[config.mk]
export PLATFORM = sky130hd
export DESIGN_NAME = days_between_dates_top
export DESIGN_NICKNAME = d
export VERILOG_FILES = /design/src/hdl/dbd_pkg.sv /design/src/hdl/days_between_dates_top.sv /design/src/hdl/dbd_date_unit.sv /design/src/hdl/dbd_diff_out.sv
export VERILOG_INCLUDE_DIRS = /design/src /design/src/hdl
export SDC_FILE = /design/constraint.sdc
export NUM_CORES = 2
export LEC_CHECK = 0
export BUFFER_PORTS_ARGS = -buffer_cell sky130_fd_sc_hd__buf_2
export CAP_MARGIN = 10
export CELL_PAD_IN_SITES_DETAIL_PLACEMENT = 0
export CELL_PAD_IN_SITES_GLOBAL_PLACEMENT = 1
export CORE_MARGIN = 8
export CORE_UTILIZATION = 53
export DETAILED_ROUTE_END_ITERATION = 10
export PLACE_DENSITY_LB_ADDON = 0.1
export SYNTH_ARGS = -nofsm -noshare
export SYNTH_HDL_FRONTEND = slang
export SYNTH_HIERARCHICAL = 1
export SYNTH_SLANG_ARGS = --single-unit
export TNS_END_PERCENT = 100
[constraint.sdc]
create_clock -name i_clk -period 8.49 [get_ports i_clk]
set_input_delay 0.849 -clock i_clk [delete_from_list [all_inputs] [get_ports i_clk]]
set_output_delay 0.849 -clock i_clk [all_outputs]
set_load 0.03 [all_outputs]
[src/hdl/days_between_dates_top_macros.svh]
// assertion macros for the day-difference block
// no dependencies; included by the top level only
`ifndef DAYS_BETWEEN_DATES_TOP_MACROS_SVH
`define DAYS_BETWEEN_DATES_TOP_MACROS_SVH
`ifndef ASSERT_OFF
// clocked check, masked while reset is held
`define DBD_ASSERT(lbl, clk, rst_n, prop, msg) \
    lbl: assert property (@(posedge clk) disable iff (!rst_n) prop) else $error(msg);
// clocked check with no reset masking
`define DBD_ASSERT_ALWAYS(lbl, clk, prop, msg) \
    lbl: assert property (@(posedge clk) prop) else $error(msg);
`else
`define DBD_ASSERT(lbl, clk, rst_n, prop, msg)
`define DBD_ASSERT_ALWAYS(lbl, clk, prop, msg)
`endif
`endif

[src/hdl/dbd_pkg.sv]
// shared types, constants and calendar tables for the day-difference block
// no dependencies
package dbd_pkg;

    localparam int DAY_W  = 5;
    localparam int MON_W  = 4;
    localparam int YEAR_W = 14;
    localparam int DAYS_W = 22;
    localparam int NUM_W  = 23;
    localparam int LT_W   = 12;
    localparam int PART_W = 13;

    localparam int MAX_YEAR = 9999;
    localparam int NSTAGES  = 5;

    // floor(n / 25) = (n * RECIP_25) >> RECIP_SHIFT, exact for n below 4096
    localparam logic [11:0] RECIP_25    = 12'd2622;
    localparam int          RECIP_SHIFT = 16;

    localparam logic [8:0] DAYS_PER_YEAR = 9'd365;
    localparam logic [4:0] FEB_LEAP_LEN  = 5'd29;

    localparam logic [MON_W-1:0] MONTH_JAN = 4'd1;
    localparam logic [MON_W-1:0] MONTH_FEB = 4'd2;
    localparam logic [MON_W-1:0] MONTH_MAR = 4'd3;
    localparam logic [MON_W-1:0] MONTH_APR = 4'd4;
    localparam logic [MON_W-1:0] MONTH_MAY = 4'd5;
    localparam logic [MON_W-1:0] MONTH_JUN = 4'd6;
    localparam logic [MON_W-1:0] MONTH_JUL = 4'd7;
    localparam logic [MON_W-1:0] MONTH_AUG = 4'd8;
    localparam logic [MON_W-1:0] MONTH_SEP = 4'd9;
    localparam logic [MON_W-1:0] MONTH_OCT = 4'd10;
    localparam logic [MON_W-1:0] MONTH_NOV = 4'd11;
    localparam logic [MON_W-1:0] MONTH_DEC = 4'd12;

    // replacement date for an invalid input
    localparam int                SUB_YEAR_INT  = 2000;
    localparam logic [DAY_W-1:0]  SUB_DAY       = 5'd1;
    localparam logic [MON_W-1:0]  SUB_MONTH     = MONTH_JAN;
    localparam logic [YEAR_W-1:0] SUB_YEAR      = YEAR_W'(SUB_YEAR_INT);
    localparam int SUB_LEAP_INT = (SUB_YEAR_INT - 1) / 4 - (SUB_YEAR_INT - 1) / 100
                                + (SUB_YEAR_INT - 1) / 400;
    localparam logic [LT_W-1:0]   SUB_LEAP_TERM = LT_W'(SUB_LEAP_INT);

    typedef struct packed {
        logic [DAY_W-1:0]  day_a;
        logic [MON_W-1:0]  month_a;
        logic [YEAR_W-1:0] year_a;
        logic [DAY_W-1:0]  day_b;
        logic [MON_W-1:0]  month_b;
        logic [YEAR_W-1:0] year_b;
    } t_dbd_in;

    typedef struct packed {
        logic [DAYS_W-1:0] days_apart;
        logic              first_invalid;
        logic              second_invalid;
    } t_dbd_out;

    // per-stage load enables, last stage in the top bit
    typedef struct packed {
        logic out;
        logic sum;
        logic mul;
        logic leap;
        logic check;
    } t_stage_en;

    // non-leap month length, zero for codes that are not a month
    function automatic logic [DAY_W-1:0] month_len(input logic [MON_W-1:0] m);
        logic [DAY_W-1:0] len;
        case (m)
            MONTH_JAN: len = 5'd31;
            MONTH_FEB: len = 5'd28;
            MONTH_MAR: len = 5'd31;
            MONTH_APR: len = 5'd30;
            MONTH_MAY: len = 5'd31;
            MONTH_JUN: len = 5'd30;
            MONTH_JUL: len = 5'd31;
            MONTH_AUG: len = 5'd31;
            MONTH_SEP: len = 5'd30;
            MONTH_OCT: len = 5'd31;
            MONTH_NOV: len = 5'd30;
            MONTH_DEC: len = 5'd31;
            default:   len = 5'd0;
        endcase
        return len;
    endfunction

    // cumulative days of the months before, non-leap
    function automatic logic [8:0] days_before(input logic [MON_W-1:0] m);
        logic [8:0] cum;
        case (m)
            MONTH_JAN: cum = 9'd0;
            MONTH_FEB: cum = 9'd31;
            MONTH_MAR: cum = 9'd59;
            MONTH_APR: cum = 9'd90;
            MONTH_MAY: cum = 9'd120;
            MONTH_JUN: cum = 9'd151;
            MONTH_JUL: cum = 9'd181;
            MONTH_AUG: cum = 9'd212;
            MONTH_SEP: cum = 9'd243;
            MONTH_OCT: cum = 9'd273;
            MONTH_NOV: cum = 9'd304;
            MONTH_DEC: cum = 9'd334;
            default:   cum = 9'd0;
        endcase
        return cum;
    endfunction

endpackage

[src/hdl/days_between_dates_top.sv]
// top level of the day-difference block: valid pipeline and stage instances
// depends on dbd_pkg, dbd_date_unit, dbd_diff_out and the assertion macro header
//
// Usage:
//   Input channel i_valid / o_ready carries one date pair (t_dbd_in) per
//   transaction. Output channel o_valid / i_ready returns one t_dbd_out per
//   input transaction: the absolute day difference and one flag per date
//   that was invalid and replaced by 2000-01-01.
//   From input acceptance to o_valid a transaction passes the range check,
//   leap test with reciprocal /100 and /400, year multiply, day-number sum,
//   then difference and saturation into the output register.
//   Throughput is one transaction per cycle while the receiver takes results;
//   the five register stages each hold one pair and a stage loads whenever
//   it is empty or the stage after it moves on.
//   When the receiver stalls, results back up stage by stage; o_ready falls
//   only once all five stages hold data, so empty slots keep taking input.
//   Synchronous active-low reset empties the pipeline; no result is lost
//   or repeated across a stall.
`include "days_between_dates_top_macros.svh"

module days_between_dates_top import dbd_pkg::*; (
    input  logic     i_clk,
    input  logic     i_rst_n,
    input  logic     i_valid,
    output logic     o_ready,
    input  t_dbd_in  i_data,
    output logic     o_valid,
    input  logic     i_ready,
    output t_dbd_out o_data
);

    logic [NSTAGES-1:0] r_vld;
    logic [NSTAGES-1:0] n_vld;
    logic [NSTAGES-1:0] w_adv;
    t_stage_en          w_en;

    logic [NUM_W-1:0] w_num_a;
    logic [NUM_W-1:0] w_num_b;
    logic             w_bad_a;
    logic             w_bad_b;

    // a stage may load when it is empty or its contents move on
    always_comb begin
        w_adv[NSTAGES-1] = !r_vld[NSTAGES-1] || i_ready;
        for (int k = NSTAGES - 2; k >= 0; k--) begin
            w_adv[k] = !r_vld[k] || w_adv[k+1];
        end
    end

    assign w_en = t_stage_en'(w_adv);

    always_comb begin
        n_vld[0] = w_adv[0] ? i_valid : r_vld[0];
        for (int k = 1; k < NSTAGES; k++) begin
            n_vld[k] = w_adv[k] ? r_vld[k-1] : r_vld[k];
        end
    end

    always_ff @(posedge i_clk) begin
        if (!i_rst_n) begin
            r_vld <= '0;
        end else begin
            r_vld <= n_vld;
        end
    end

    dbd_date_unit u_date_a (
        .i_clk   (i_clk),
        .i_en    (w_en),
        .i_day   (i_data.day_a),
        .i_month (i_data.month_a),
        .i_year  (i_data.year_a),
        .o_num   (w_num_a),
        .o_bad   (w_bad_a)
    );

    dbd_date_unit u_date_b (
        .i_clk   (i_clk),
        .i_en    (w_en),
        .i_day   (i_data.day_b),
        .i_month (i_data.month_b),
        .i_year  (i_data.year_b),
        .o_num   (w_num_b),
        .o_bad   (w_bad_b)
    );

    dbd_diff_out u_diff (
        .i_clk   (i_clk),
        .i_en    (w_en),
        .i_num_a (w_num_a),
        .i_num_b (w_num_b),
        .i_bad_a (w_bad_a),
        .i_bad_b (w_bad_b),
        .o_data  (o_data)
    );

    assign o_ready = w_adv[0];
    assign o_valid = r_vld[NSTAGES-1];

    `DBD_ASSERT(a_accept_loads, i_clk, i_rst_n, (i_valid && o_ready) |=> r_vld[0], "accepted transaction not captured in first stage")
    `DBD_ASSERT(a_full_blocks, i_clk, i_rst_n, (($countones(r_vld) == NSTAGES) && !i_ready) |-> !o_ready, "input taken while pipeline full and stalled")
    `DBD_ASSERT(a_sum_hold, i_clk, i_rst_n, (r_vld[3] && !w_en.sum) |=> r_vld[3], "stalled sum stage dropped its transaction")
    `DBD_ASSERT_ALWAYS(a_both_bad_zero, i_clk, (i_rst_n && o_valid && o_data.first_invalid && o_data.second_invalid) |-> (o_data.days_apart == '0), "two replaced dates must be zero days apart")

endmodule

[src/hdl/dbd_date_unit.sv]
// four-stage day-number pipeline for one date: range check, leap test, multiply, sum
// depends on dbd_pkg
module dbd_date_unit import dbd_pkg::*; (
    input  logic              i_clk,
    input  t_stage_en         i_en,
    input  logic [DAY_W-1:0]  i_day,
    input  logic [MON_W-1:0]  i_month,
    input  logic [YEAR_W-1:0] i_year,
    output logic [NUM_W-1:0]  o_num,
    output logic              o_bad
);

    // stage 1: coarse range checks and reciprocal products for /100 and /400
    logic [DAY_W-1:0]  r1_d;
    logic [MON_W-1:0]  r1_m;
    logic [YEAR_W-1:0] r1_y;
    logic [23:0]       r1_p4;
    logic [21:0]       r1_p16;
    logic              r1_rng_ok;
    logic [DAY_W-1:0]  r1_len;

    logic w_rng_ok;
    assign w_rng_ok = (i_year != '0) && (32'(i_year) <= 32'(MAX_YEAR))
                      && (i_month inside {[MONTH_JAN:MONTH_DEC]}) && (i_day != '0);

    always_ff @(posedge i_clk) begin
        if (i_en.check) begin
            r1_d      <= i_day;
            r1_m      <= i_month;
            r1_y      <= i_year;
            r1_p4     <= 24'(i_year[YEAR_W-1:2]) * 24'(RECIP_25);
            r1_p16    <= 22'(i_year[YEAR_W-1:4]) * 22'(RECIP_25);
            r1_rng_ok <= w_rng_ok;
            r1_len    <= month_len(i_month);
        end
    end

    // stage 2: leap test, day check, substitution and leap-day count
    logic [DAY_W-1:0]  r2_d;
    logic [MON_W-1:0]  r2_m;
    logic [YEAR_W-1:0] r2_y;
    logic [LT_W-1:0]   r2_lt;
    logic              r2_bad;

    logic [7:0]        w_q100;
    logic [5:0]        w_q400;
    logic              w_m4;
    logic              w_m100;
    logic              w_m400;
    logic              w_leap;
    logic [DAY_W-1:0]  w_len;
    logic              w_ok;
    logic [LT_W-1:0]   w_lt;

    always_comb begin
        w_q100 = r1_p4[RECIP_SHIFT +: 8];
        w_q400 = r1_p16[RECIP_SHIFT +: 6];
        w_m4   = (r1_y[1:0] == 2'b00);
        w_m100 = ((YEAR_W'(w_q100) * YEAR_W'(100)) == r1_y);
        w_m400 = ((YEAR_W'(w_q400) * YEAR_W'(400)) == r1_y);
        w_leap = w_m4 && (!w_m100 || w_m400);
        w_len  = ((r1_m == MONTH_FEB) && w_leap) ? FEB_LEAP_LEN : r1_len;
        w_ok   = r1_rng_ok && (r1_d <= w_len);
        // january and february count leap days up to the year before
        w_lt   = LT_W'(r1_y[YEAR_W-1:2]) - LT_W'(w_q100) + LT_W'(w_q400)
                 - LT_W'((r1_m <= MONTH_FEB) && w_leap);
    end

    always_ff @(posedge i_clk) begin
        if (i_en.leap) begin
            r2_bad <= !w_ok;
            if (w_ok) begin
                r2_d  <= r1_d;
                r2_m  <= r1_m;
                r2_y  <= r1_y;
                r2_lt <= w_lt;
            end else begin
                r2_d  <= SUB_DAY;
                r2_m  <= SUB_MONTH;
                r2_y  <= SUB_YEAR;
                r2_lt <= SUB_LEAP_TERM;
            end
        end
    end

    // stage 3: year times 365 and the small terms
    logic [NUM_W-1:0]  r3_py;
    logic [PART_W-1:0] r3_part;
    logic              r3_bad;

    always_ff @(posedge i_clk) begin
        if (i_en.mul) begin
            r3_py   <= NUM_W'(r2_y) * NUM_W'(DAYS_PER_YEAR);
            r3_part <= PART_W'(r2_d) + PART_W'(days_before(r2_m)) + PART_W'(r2_lt);
            r3_bad  <= r2_bad;
        end
    end

    // stage 4: day number
    logic [NUM_W-1:0] r4_num;
    logic             r4_bad;

    always_ff @(posedge i_clk) begin
        if (i_en.sum) begin
            r4_num <= r3_py + NUM_W'(r3_part);
            r4_bad <= r3_bad;
        end
    end

    assign o_num = r4_num;
    assign o_bad = r4_bad;

endmodule

[src/hdl/dbd_diff_out.sv]
// output stage: absolute difference of two day numbers, saturated, into the result register
// depends on dbd_pkg
module dbd_diff_out import dbd_pkg::*; (
    input  logic             i_clk,
    input  t_stage_en        i_en,
    input  logic [NUM_W-1:0] i_num_a,
    input  logic [NUM_W-1:0] i_num_b,
    input  logic             i_bad_a,
    input  logic             i_bad_b,
    output t_dbd_out         o_data
);

    t_dbd_out          r_data;
    logic [NUM_W-1:0]  w_diff;
    logic [DAYS_W-1:0] w_sat;

    always_comb begin
        w_diff = (i_num_a >= i_num_b) ? (i_num_a - i_num_b) : (i_num_b - i_num_a);
        // clamp anything beyond the result field
        w_sat  = (w_diff > NUM_W'({DAYS_W{1'b1}})) ? {DAYS_W{1'b1}} : w_diff[DAYS_W-1:0];
    end

    always_ff @(posedge i_clk) begin
        if (i_en.out) begin
            r_data.days_apart     <= w_sat;
            r_data.first_invalid  <= i_bad_a;
            r_data.second_invalid <= i_bad_b;
        end
    end

    assign o_data = r_data;

endmodule
Word level (Yosys, flattened, before mapping)
Memory sizes are Yosys's and may differ from the RTL's. A register that Yosys moved wholly into a read port is not among the register bits.
Index checks and enable logic that the tools add are counted.
Storage, ports and cells
  register bits: 359
  bits in read-only memories: 448
  input port bits: 50
  output and inout port bits: 26
  memories kept: 4
Operators by class
  add/sub/neg operators: 14
  $mul: 10
  $lt $le $gt $ge: 12
  eq/ne operators: 6
  muxes and demuxes: 9
  reductions and logical operators: 38
Memory list
  (name not given): words 16, bits a word 9, rd ports 1, clocked after memory_dff 1, wr ports 0, RTL line dbd_pkg.sv:93  | case (m)
  (name not given): words 16, bits a word 9, rd ports 1, clocked after memory_dff 1, wr ports 0, RTL line dbd_pkg.sv:93
  (name not given): words 16, bits a word 5, rd ports 1, clocked after memory_dff 1, wr ports 0, RTL line dbd_pkg.sv:72  | case (m)
  (name not given): words 16, bits a word 5, rd ports 1, clocked after memory_dff 1, wr ports 0, RTL line dbd_pkg.sv:72
Operator list (number)
  $eq 14x14->1: 4
  $add 23x13->23: 2
  $mul 12x11->23 const B: 2
  $mul 14x9->23 const B: 2
  $sub 23x23->23: 2
  $mul 10x11->21 const B: 2
  $le 14x14->1 const B: 2
  $reduce_bool 14->1: 2
  $add 13x12->13: 2
  $add 12x6->12: 2
  $mul 8x5->12 const B: 2
  $sub 12x1->12: 2
  $sub 12x8->12: 2
  $ge 23x23->1: 1
  $gt 23x22->1 const B: 1
  $mux 23: 1
  $add 5x9->10: 2
  $mul 6x5->10 const B: 2
  $mux 9: 2
  $logic_and 1x1->1: 16
  $mux 4: 4
  $le 5x5->1: 2
  $mux 5: 2
  $reduce_bool 5->1: 2
  7 further kinds: 26

Logic depth before layout (Yosys ltp)
  word-level depth: 11
  gate-level depth with buffers: 29
  mapped depth without buffers: 29

Hierarchy
The synthesis kept the hierarchy.
By module, submodules not included
  dbd_date_unit (u_date_a): instances 1, cells an instance 1357, area an instance 14885.5 um^2
  dbd_date_unit (u_date_b): instances 1, cells an instance 1346, area an instance 14833.0 um^2
  dbd_diff_out: instances 1, cells an instance 454, area an instance 3689.8 um^2
  days_between_dates_top: instances 1, cells an instance 22, area an instance 202.7 um^2

Worst setup path after synthesis
OpenSTA, ideal clock, no wires.
  kind: register -> register
  start point: register u_date_b.r1_p16[19]
  end point: register u_date_b.r2_lt[10] (data pin)
  setup time: 0.263 ns
  data arrival time: 5.955 ns
  required time: 8.227 ns
  setup slack: 2.272 ns
  cell stages (with the launch flop): 27
  clock period less this slack: 6.218 ns
  path through: edfxtp_1 > ha_1 > ha_1 > ha_1 > ha_1 > a21oi_1 > a21oi_1 > or3_1 > a2111oi_4 > nor4_1 > a211o_1 > fa_1 > inv_1 > fa_1 > inv_1 > ha_1 > inv_1 > fa_1 > nor2b_1 > o21ai_0 > a21boi_0 > o21ai_0 > a21oi_1 > o21ai_0 > a21boi_0 > mux2i_1 > a21oi_1
On the way
  cells in the longest elaborated chain, start to end: 8
  elaborated cells between the ends (all ways): 11
  classes of those cells: add/sub: 2; mul: 1; order compare: 1; eq/ne: 1; mux: 1; reduce/logical: 5
RTL lines
  start, declared: RTL line dbd_date_unit.sv:18  | logic [21:0] r1_p16;
  start signal, assigned: RTL line dbd_date_unit.sv:32  | r1_p16 <= 22'(i_year[YEAR_W-1:4]) * 22'(RECIP_25);
  branches (longest 8 deep; another with $sub 12x1->12)
  end signal, assigned: RTL line dbd_date_unit.sv:76  | r2_lt <= w_lt;
  end, declared: RTL line dbd_date_unit.sv:42  | logic [LT_W-1:0] r2_lt;
Parallel ways; which one is timed is not known.
A chain may end at the register's enable or synchronous reset.

==> impl_metrics.tcl <==
set metrics [dict create \
    grt_pass1_vias 23390 \
    ys_seq_area_share_pct 28.17 \
    drv_cap 0 \
    synthSimpleGateAreaFrac_pct 9.042 \
    drc 0 \
    fillCellCount 5420 \
    die_h_um 267.8 \
    multiInputGateArea_um2 21610 \
    htreeDepth 2 \
    wirelength_mm 71.66 \
    cts_root_buffer "clkbuf_16" \
    yosysTopAreaCellShare_pct 26.80 \
    drive_above_1_share_pct 7.056 \
    syn_avg_cell_area_um2 10.57 \
    cts_resized 0 \
    worst_slack_ns 1.218 \
    hold_depth 0 \
    synth-seq-cells 323 \
    seq_area_um2 9469 \
    netlist_instances 3179 \
    place_congestion 0.9170 \
    clock.fmax_mhz 137.5 \
    hold_viol 0 \
    crit_path_frequent_cell "ha_1" \
    grt_usage_pct 20.26 \
    worst_clock_skew_ns 0.02117 \
    tightest_slew_ns 1.014 \
    slew_violations 0 \
    path_buf_inv 2 \
    overflow 0 \
    rsz0062_at_grt "no" \
    cts_sinks 323 \
    r2r_cells 25 \
    arrival_ns 7.66 \
    grt_pass1_wl_mm 117.8 \
    antenna_left 0 \
    cp_slowest_cell "a2111oi_0" \
    holdCritStartpoint "u_date_a/r3_bad$_DFFE_PP_" \
    portBuffers 75 \
    vias 22130 \
    cp-start-kind "flop" \
    synthTopCellsByArea "edfxtp_1, ha_1, fa_1" \
    vias_per_cell 5.351 \
    r2r_slack_ns 1.22 \
    synth_mux_area_share_pct 0.7147 \
    core_region_area_um2 62850 \
    area_growth_syn_to_layout_pct 7.244 \
    path_class "reg -> reg" \
    ctsHoldBuffers 0 \
    rows 92 \
    synth.largest_area_cell "edfxtp_1" \
    syn_area_um2 33610 \
    postLayoutCellArea_um2 36050 \
    cts_made_buffers 38 \
    ios 76 \
    final-setup-viol-count 0 \
    crit_path_end_kind "flop" \
    synth_compound_area_share_pct 10.59 \
    antenna_found_initial 2 \
    ys_types 115 \
    clkTransAtPathRegs_ns 0.06 \
    nets 4205 \
    synth_edf_count 300 \
    crit_fanout 22 \
    clockBufferDepth 3 \
    status "completed" \
    cp_slowest_stage_delay_ns 0.62 \
    postCtsSetupBuffers 0 \
    die-area_um2 71730 \
    synth-xor-area-share_pct 4.899 \
    dpl_cell_area_um2 34830 \
    max-slew-margin-rel_pct 32.41 \
    wl_per_cell_um 17.33 \
    start_util_pct 53.48 \
    finalCritPeriodShare_pct 85.65 \
    r2r_start "u_date_a/r1_p4[17]$_DFFE_PP_" \
    hold-path-endpoint "u_date_a/o_bad$_DFFE_PP_" \
    first_pass_iters 5 \
    synth_top_family_by_area "adder cells" \
    yosysWarningCount 6 \
    grt_max_degree 76 \
    drt_iter0_markers 883 \
    critPathTopFamily "compound AO/OA/AOI/OAI gates" \
    synth_ff_type "edfxtp_1" \
    synth_nets 4124 \
    required_ns 8.88 \
    place_ws_ns 1.218 \
    die_x_um 267.8 \
    synthAdderAreaFrac_pct 38.99 \
    clk_latency_ns 0.55 \
    ys_async_sr_fraction_pct 0 \
    setup_tns_ns 0 \
    cts_tree "built" \
    place.detailed.hpwl_mm 60.36 \
    fin_crit_ns 7.272 \
    min_path_type "reg -> reg" \
]
[layout make-up]
type,count,share of cell area [%]
Antenna cell,1,0.006942
Clock inverter,21,0.4929
Multi-Input combinational cell,2211,59.95
Sequential cell,323,26.27
Timing Repair Buffer,78,1.104
Inverter,608,6.366
Tap cell,846,2.937
Clock buffer,47,2.874
[through the flow]
| stage | hold WS, ns | cells | util, % |
|---|---|---|---|
| after floorplan | 0.4003 | 3179 | - |
| after global placement | 0.4063 | 4066 | 55.42 |
| after detailed placement | 0.4178 | 4066 | 55.42 |
| after CTS | 0.4233 | 4134 | 57.35 |
| after global routing | 0.4219 | 4134 | 57.35 |
| final | 0.4210 | 4135 | 57.35 |
[flip-flops by register name, summed over array words and instances, names as in the netlist, 14 cells and up, named ones only]
| register | flops |
|---|---|
| u_date_a/o_num | 23 |
| u_date_a/r2_y | 14 |
| u_date_b/r2_y | 14 |
| u_date_b/r3_py | 23 |
| u_date_a/r3_py | 23 |
| u_date_b/o_num | 23 |
| u_date_a/r1_y | 14 |
| u_diff/o_data | 24 |
| u_date_b/r1_y | 14 |
[cells by family (layout without fill, tap and decap cells)]
group,count (synthesis),after routing
AOI/OAI and AO/OA,520,520
xor gates and xnor gates,188,188
adders and majority gates,895,895
buffers and inverters,645,754
DFF,323,323
muxes,23,23
other,0,1
and+or+nand+nor,585,585
[cell usage in the layout (no fill, tap or decap), types with 24 or more instances in the layout]
| cell type | synthesis | final |
|---|---|---|
| nand2_1 | 139 | 138 |
| xor2_1 | 63 | 63 |
| and2_1 | 26 | 26 |
| edfxtp_1 | 300 | 300 |
| nor2_1 | 136 | 136 |
| a21o_1 | 48 | 48 |
| nor3_1 | 49 | 49 |
| o21ai_0 | 92 | 92 |
| ha_1 | 641 | 641 |
| buf_2 | 19 | 75 |
| fa_1 | 254 | 254 |
| o21a_1 | 30 | 30 |
| inv_1 | 604 | 603 |
| nand3_1 | 53 | 52 |
| o211ai_1 | 24 | 24 |
| a21oi_1 | 144 | 144 |
| clkbuf_16 | 0 | 39 |
| nor2b_1 | 30 | 30 |
| xnor2_1 | 125 | 125 |
[cell usage after synthesis (8+ instances only)]
library cell	instances
xnor2_1	125
nand4_1	23
nand2b_1	13
fa_1	254
a31o_2	9
and2_1	26
edfxtp_1	300
buf_2	19
a21oi_1	144
nor2b_1	30
mux2i_1	18
xor2_1	63
o21ai_0	92
ha_1	641
and3_1	21
inv_1	604
o2111ai_1	9
nand3_1	53
a21oi_2	8
a31oi_1	10
o21bai_1	14
or3_1	14
a21boi_0	19
o21a_1	30
dfxtp_1	23
nor3_1	49
a211oi_1	15
nand2_1	139
buf_6	9
nor4_1	10
o211ai_1	24
or2_2	13
nor2_1	136
a21o_1	48
o21ai_1	11
[worst max path at each step]
| stage | slack (ns) | to | startpoint | cells past startpoint |
|---|---|---|---|---|
| final | 1.22 | flop | u_date_a/r1_p4[17]$_DFFE_PP_ | 25 |
| after global routing | 0.55 | flop | u_date_a/r1_p4[19]$_DFFE_PP_ | 24 |
| after CTS | 1.21 | flop | u_date_a/r1_p4[17]$_DFFE_PP_ | 25 |
| after detailed placement | 1.22 | flop | u_date_a/r1_p4[17]$_DFFE_PP_ | 25 |
| after global placement | 1.55 | flop | u_date_a/r1_p4[19]$_DFFE_PP_ | 24 |
| after floorplan | 2.27 | u_date_b/r2_lt[10]$_SDFFCE_PP0P_ | u_date_b/r1_p16[19]$_DFFE_PP_ | 26 |
[metal layers]
layer	wire [um]	up-vias	global-route usage [%]
met3	2009	95	2.415
met2	36110	313	37.04
met1	31520	10670	24.98
met5	13	-	0
li1	-	11050	-
met4	1998	2	5.835
Power is not shown: default switching activity piles up to over one toggle a cycle in this logic, so the estimate is an artifact.
